--- src/sv/linear_probe_hash_table_macros.svh ---
// assertion macros shared by the hash table rtl
`ifndef LINEAR_PROBE_HASH_TABLE_MACROS_SVH
`define LINEAR_PROBE_HASH_TABLE_MACROS_SVH

// same-cycle implication, disabled while reset is asserted
`define LPHT_ASSERT_NOW(label, clk, rst_n, ante, cons) \
  label: assert property (@(posedge clk) disable iff (!rst_n) (ante) |-> (cons)) \
    else $error("lpht assertion failed");

// next-cycle implication, disabled while reset is asserted
`define LPHT_ASSERT_NEXT(label, clk, rst_n, ante, cons) \
  label: assert property (@(posedge clk) disable iff (!rst_n) (ante) |=> (cons)) \
    else $error("lpht assertion failed");

`endif

--- src/sv/lpht_pkg.sv ---
// types and constants of the linear probing hash table
package lpht_pkg;

  localparam int KEY_W     = 64;
  localparam int VAL_W     = 64;
  localparam int OP_W      = 2;
  localparam int STATUS_W  = 3;
  localparam int ENTRIES_W = 10;
  localparam int IN_DATA_W = 128;
  localparam int OUT_DATA_W = 80;
  localparam int OUT_PAD_W = OUT_DATA_W - VAL_W - ENTRIES_W;

  // operation codes
  localparam logic [OP_W-1:0] OP_FIND   = 2'd0;
  localparam logic [OP_W-1:0] OP_INSERT = 2'd1;
  localparam logic [OP_W-1:0] OP_CLEAR  = 2'd2;

  // result status codes
  localparam logic [STATUS_W-1:0] ST_MISS    = 3'd0;
  localparam logic [STATUS_W-1:0] ST_HIT     = 3'd1;
  localparam logic [STATUS_W-1:0] ST_NEW     = 3'd2;
  localparam logic [STATUS_W-1:0] ST_UPDATED = 3'd3;
  localparam logic [STATUS_W-1:0] ST_IGNORED = 3'd4;

  // one table slot as stored in the slot memory
  typedef struct packed {
    logic [KEY_W-1:0] key;
    logic [VAL_W-1:0] value;
  } entry_t;

  // one result item handed to the output stage
  typedef struct packed {
    logic [STATUS_W-1:0]  status;
    logic [VAL_W-1:0]     found_value;
    logic [ENTRIES_W-1:0] entries_held;
  } res_t;

endpackage

--- src/sv/lpht_out_buf.sv ---
// output register stage of the hash table result stream
module lpht_out_buf (
  input  logic                          clk,
  input  logic                          rst_n,
  input  logic                          load,
  input  lpht_pkg::res_t                res,
  output logic                          can_load,
  output logic                          out_tvalid,
  input  logic                          out_tready,
  // fields from bit 0: found_value[63:0], entries_held[73:64], zero pad
  output logic [lpht_pkg::OUT_DATA_W-1:0] out_tdata,
  // fields from bit 0: status[2:0]
  output logic [lpht_pkg::STATUS_W-1:0] out_tuser
);
  import lpht_pkg::*;

  logic valid_r;
  res_t res_r;

  // free when empty or when the held item leaves this cycle
  assign can_load = !valid_r || out_tready;

  // valid flag
  always_ff @(posedge clk) begin
    if (!rst_n) begin
      valid_r <= 1'b0;
    end else if (load) begin
      valid_r <= 1'b1;
    end else if (out_tready) begin
      valid_r <= 1'b0;
    end
  end

  // payload
  always_ff @(posedge clk) begin
    if (load) begin
      res_r <= res;
    end
  end

  assign out_tvalid = valid_r;
  assign out_tdata  = {{OUT_PAD_W{1'b0}}, res_r.entries_held, res_r.found_value};
  assign out_tuser  = res_r.status;

endmodule

--- config.mk ---
export PLATFORM = sky130hd
export DESIGN_NAME = lpht_out_buf
export DESIGN_NICKNAME = d
export VERILOG_FILES = /design/src/sv/linear_probe_hash_table_macros.svh /design/src/sv/lpht_pkg.sv /design/src/sv/lpht_out_buf.sv
export SDC_FILE = /design/constraint.sdc
export NUM_CORES = 1
export LEC_CHECK = 0
export ABC_AREA = 1
export BUFFER_PORTS_ARGS = -buffer_cell sky130_fd_sc_hd__buf_2
export CAP_MARGIN = 0
export CORE_ASPECT_RATIO = 1.1
export CORE_UTILIZATION = 40
export DETAILED_ROUTE_END_ITERATION = 8
export GPL_TIMING_DRIVEN = 0
export HOLD_SLACK_MARGIN = 0.08
export MAX_ROUTING_LAYER = met4
export PLACE_DENSITY = 0.78
export REMOVE_ABC_BUFFERS = 1
export SYNTH_ARGS = -nofsm -noshare
export SYNTH_HDL_FRONTEND = slang
export SYNTH_SLANG_ARGS = --single-unit
export TNS_END_PERCENT = 10
--- constraint.sdc ---
create_clock -name clk -period 0.8 [get_ports clk]
set_clock_uncertainty 0.05 [all_clocks]
set_input_delay 0.16 -clock clk [delete_from_list [all_inputs] [get_ports clk]]
set_output_delay 0.16 -clock clk [all_outputs]
set_load 0.05 [all_outputs]
==> results of run 1 <==
timing repair:
action,in CTS,in global routing
endpoints found under the hold margin,78,0
pin swaps,0,1
buffers inserted,0,0
endpoints found under the setup margin,157,80
hold buffers,78,0
gates resized for setup,161,5
flip-flops by register name, indices dropped and copies added (netlist names):
name	count
out_tvalid	1
out_tdata	74
out_tuser	3
cells in the final DEF, fill, tap and decap left out:
master,count
a21oi_2,1
buf_2,79
buf_6,77
buf_8,3
bufinv_16,2
clkbuf_8,9
clkinv_1,2
clkinv_2,2
conb_1,6
dfxtp_4,1
dlygate4sd3_1,78
edfxtp_1,77
inv_1,3
nand2_4,1
cells by family after synthesis:
| logic type | count (synthesis) | synth area share, % |
|---|---|---|
| compound gates | 1 | 0.3639 |
| buf+inv | 9 | 2.339 |
| flops | 78 | 96.88 |
| other cells | 1 | 0.1558 |
| simple gates | 1 | 0.2600 |
cells in the mapped netlist:
cell	instances	area, µm²
inv_1	3	11.26
dfxtp_1	1	20.02
edfxtp_1	77	2312
buf_4	6	45.04
nand2_2	1	6.260
a21oi_2	1	8.760
conb_1	1	3.750
metrics by stage:
stage               std cells  total power [µW]
floorplan                  89              6235
global placement          325              6760
detailed placement        325              6787
global route              418             10860
CTS                       418             10510
finish                    418             10540
cell type report:
type	instances	share of cell area [%]
sequential	78	48.91
timing repair buffer	237	43.73
clock buffer	9	2.594
tap	77	2.017
clock inverter	6	1.624
multi-input combinational	8	0.8908
inverter	3	0.2358
per-layer routing:
metal  vias to the layer above  global-route usage, %
li1                        831                      -
met1                       858                  22.26
met2                       125                  46.36
met3                        26                  6.264
met4                         0                  13.99
met5                         -                      -
power groups by stage:
stage | Combinational, µW | Clock (µW) | Sequential, µW
floorplan | 78.0 | 0 | 6160
global placement | 1760 | 0 | 5000
detailed placement | 1770 | 0 | 5020
CTS | 2440 | 3070 | 5010
global route | 2560 | 3250 | 5050
finish | 2490 | 3020 | 5020
final timing paths:
| check | from | endpoint | depth (start not counted) |
|---|---|---|---|
| worst min register to register | out_tvalid | out_tvalid | 2 |
| worst max register to register | out_tvalid | out_tvalid | 2 |
| worst max-delay path | out_tdata[25] | out_tdata[25] | 1 |
| worst min-delay path | out_tready | out_tvalid | 4 |
==> metrics, run 1 <==
status finished with violations; violated checks setup timing; Inserted Clock Buffers 9; routed length per placed instance between 15 and 20 µm; Setup Slack @ Placement -532.7 ps; Max-Cap Viols 0; unique cell type count in the Yosys netlist 7; # port buffers between 150 and 200; RSZ-0062 raised after global routing yes; Max clock buf depth 2; Avg Vias per Cell ~4.4; area of the multi-input gates 42.54 µm²; vias 1,840; Layout area overhead 98.39%; Clk pwr share approximately 29%; Final Critical Period 1152 ps; Final Util slightly above 80%; Switching Share about 28%; grt total ovfl 0; cells along the critical path buf_6; WL final slightly above 7000 µm; slew margin rel. around 64%; clock slew at reported path FFs 70 ps; WP data required slightly below 600 ps; top routing layer in use met4; Avg Inst Size Synth about 27 µm²; vias in the first global route 2,113; crit path max fanout 1; count of final hold-check violations 0; top cell family by delay on the critical path flip-flops; Tot GR Track Use about a quarter; placed cell area around 3300 µm²; Sequential Area 2336 µm²; Initial Utilization about two fifths; largest net degree at the start of global routing 79; Slowest cell on crit path edfxtp_1; drt initial violations 97; DP HPWL between 3000 and 4000 µm; met2 WL about 4000 µm; Slew @ Worst Pin approximately 540 ps; NetSw around 3000 µW; Mapped Cells 90; Critical Path Start Type flop; Core ar. 5769 µm²; DRC viols 0; Final setup viols roughly 80; yosys warns 0; die area 6333 µm²; CTS tree yes; Pwr Density about 2200 nW/µm²; Placer Congestion between 0.6 and 0.7; Comb pwr share about a quarter; Slowest Stage Delay on Critical Path around 430 ps; WS Path Type reg -> out; post-detailed-route count of antenna-violating nets 0; Met1 Wirelength roughly 2300 µm; initial antenna violation count 0; Die W 75.97 µm; #FFs+latches synth 78; Slew Limit Fails 0; Fill cells between 200 and 300; Post-Syn Area roughly 2400 µm²; TritonRoute pass-1 iters 4; Detail Route met3 WL between 500 and 600 µm; nets 418; first-pass GRT wire length 10,800 µm; CP Capture Type primary output; Root Buffer clkbuf_8; Buf/Inv on CP 1; Sequential Power Share 47.7%; I/O pins around 170; post-route design area about 4800 µm²; Reg2Reg Setup Slack between 100 and 150 ps; Peak VDD IR approximately 1.7 mV; H-tree levels 3; max frequency between 800 and 900 MHz; row count 29; P_leak just over 0.002 µW; hold crit path type in -> reg; Clock Sinks 78; Die H about 83 µm; Fin Setup TNS -23,950 ps; share of layout cells above drive strength 1 roughly half; final period utilization 144.0%; Worst Setup Slack, final -351.8 ps; crit path DAT approximately 940 ps; internal cell power 7539 µW; register area share after synthesis 96.88%; Hold Slack approximately 72 ps; worst-skew pair later-pin latency 330 ps; ant diodes 0
No activity file was read; power rests on OpenSTA's default activity.
==> run 2, diff against run 1 <==
--- a/config.mk
+++ b/config.mk
@@ -6,7 +6,7 @@
 export NUM_CORES = 1
 export LEC_CHECK = 0
 export ABC_AREA = 1
-export BUFFER_PORTS_ARGS = -buffer_cell sky130_fd_sc_hd__buf_2
+export BUFFER_PORTS_ARGS = -buffer_cell sky130_fd_sc_hd__buf_4
 export CAP_MARGIN = 0
 export CORE_ASPECT_RATIO = 1.1
 export CORE_UTILIZATION = 40
==> metrics, run 2 (synthesized netlist as in run 1, its figures left out) <==
Max clock buf depth 2; Slew Limit Fails 0; nets around 420; Reg2Reg Setup Slack between 100 and 150 ps; max reg flops between 70 and 80; top cell family by delay on the critical path flip-flops; Detail Route met3 WL 479 µm; initial antenna violation count 0; Fin Setup TNS -24,750 ps; most common cell after layout, fill and taps aside buf_4; Placer Congestion around 0.67; Root Buffer clkbuf_8; routed length per placed instance about 16 µm; WL final ~6900 µm; Final setup viols 84; most frequent cells in the layout buf_4, dlygate4sd3_1, buf_6; clock slew at reported path FFs roughly 80 ps; status finished with violations; P_leak ~0.0021 µW; Critical Path Start Type flop; Slew @ Worst Pin roughly 590 ps; CP Capture Type primary output; post-detailed-route count of antenna-violating nets 0; vias in the first global route roughly 2,100; drt initial violations 81; Die H 83.37 µm; slew margin rel. around three fifths; max frequency 855.2 MHz; RSZ-0062 raised after global routing yes; row count 29; crit path max fanout 1; DRC viols 0; met2 WL ~3900 µm; I/O pins about 170; Pwr Density ~2100 nW/µm²; Hold Buf Count CTS 78; share of layout cells above drive strength 1 around half; WS Path Type reg -> out; Worst Setup Slack, final -369.3 ps; TritonRoute pass-1 iters 5; ant diodes 0; Met1 Wirelength ~2300 µm; Buf/Inv on CP 1; Layout area overhead 105.6%; first-pass GRT wire length 10,580 µm; Initial Utilization approximately two fifths; cells along the critical path buf_6; DP HPWL 3437 µm; Setup Buffers After CTS 0; hold crit path type in -> reg; violated checks setup timing; Slowest cell on crit path edfxtp_1; Peak VDD IR about 1.6 mV; final period utilization 146.2%; WP data required between 500 and 600 ps; die area around 6300 µm²; Avg Vias per Cell 4.415; Inserted Clock Buffers 9; largest net degree at the start of global routing just under 80; Clock Sinks around 80; Final Critical Period between 1000 and 1500 ps; vias 1,850; H-tree levels 3; Die W about 76 µm; worst-skew pair later-pin latency 340 ps; # port buffers between 150 and 200; Tot GR Track Use between 20% and 30%; top routing layer in use met4; grt total ovfl 0; Max-Cap Viols 0; count of final hold-check violations 0; CTS tree yes; Slowest Stage Delay on Critical Path ~440 ps; Core ar. 5769 µm²; Hold Slack between 70 and 80 ps; crit path DAT about 960 ps
==> run 2: per-layer routing <==
layer	GRT usage (%)	vias up
li1	-	832
met1	23.08	878
met4	11.71	0
met2	43.80	121
met5	-	-
met3	7.473	19
==> run 2: layout make-up <==
cell class,instances,area [µm²]
Sequential cell,78,2333
Timing Repair Buffer,237,2281
Fill cell,245,820.8
Clock buffer,9,123.9
Tap cell,77,96.34
Clock inverter,7,65.06
Multi-Input combinational cell,8,37.54
Inverter,3,11.26
==> run 2: stage by stage <==
step                utilization, %  cell area, µm²  power (µW)  instances  setup WS, ps
detailed placement           63.63            3671        7093        325        -529.2
global route                 85.77            4949       10790        419        -396.3
finish                       85.77            4949       10450        419        -369.3
floorplan                        -            2381        6235         89        -416.3
global placement             63.63            3671        7063        325        -512.6
CTS                          85.73            4946       10420        419        -356.0
==> run 2: power breakdown <==
group          leakage [µW]  switching [µW]  internal, µW
clock network     0.0000964            1400          1420
logic               0.00123            1530          1080
registers          0.000762             167          4860
total               0.00209            3090          7350
==> run 2: path summary, 6_finish.rpt <==
path / from / end / depth (start not counted)
min reg2reg: out_tvalid / out_tvalid / 2
max: out_tdata[3] / out_tdata[3] / 1
min: out_tready / out_tvalid / 4
max reg2reg: out_tvalid / out_tvalid / 2
==> run 2: timing repair <==
action,CTS,global route
gates resized for setup,82,1
setup endpoints to repair,157,80
endpoints found under the hold margin,78,1
pin swaps,1,0
==> run 2: worst min-delay path, cell delays in order <==
cell and delay [ps]:
buf_4 70, inv_1 40, nand2_2 100, a21oi_2 60
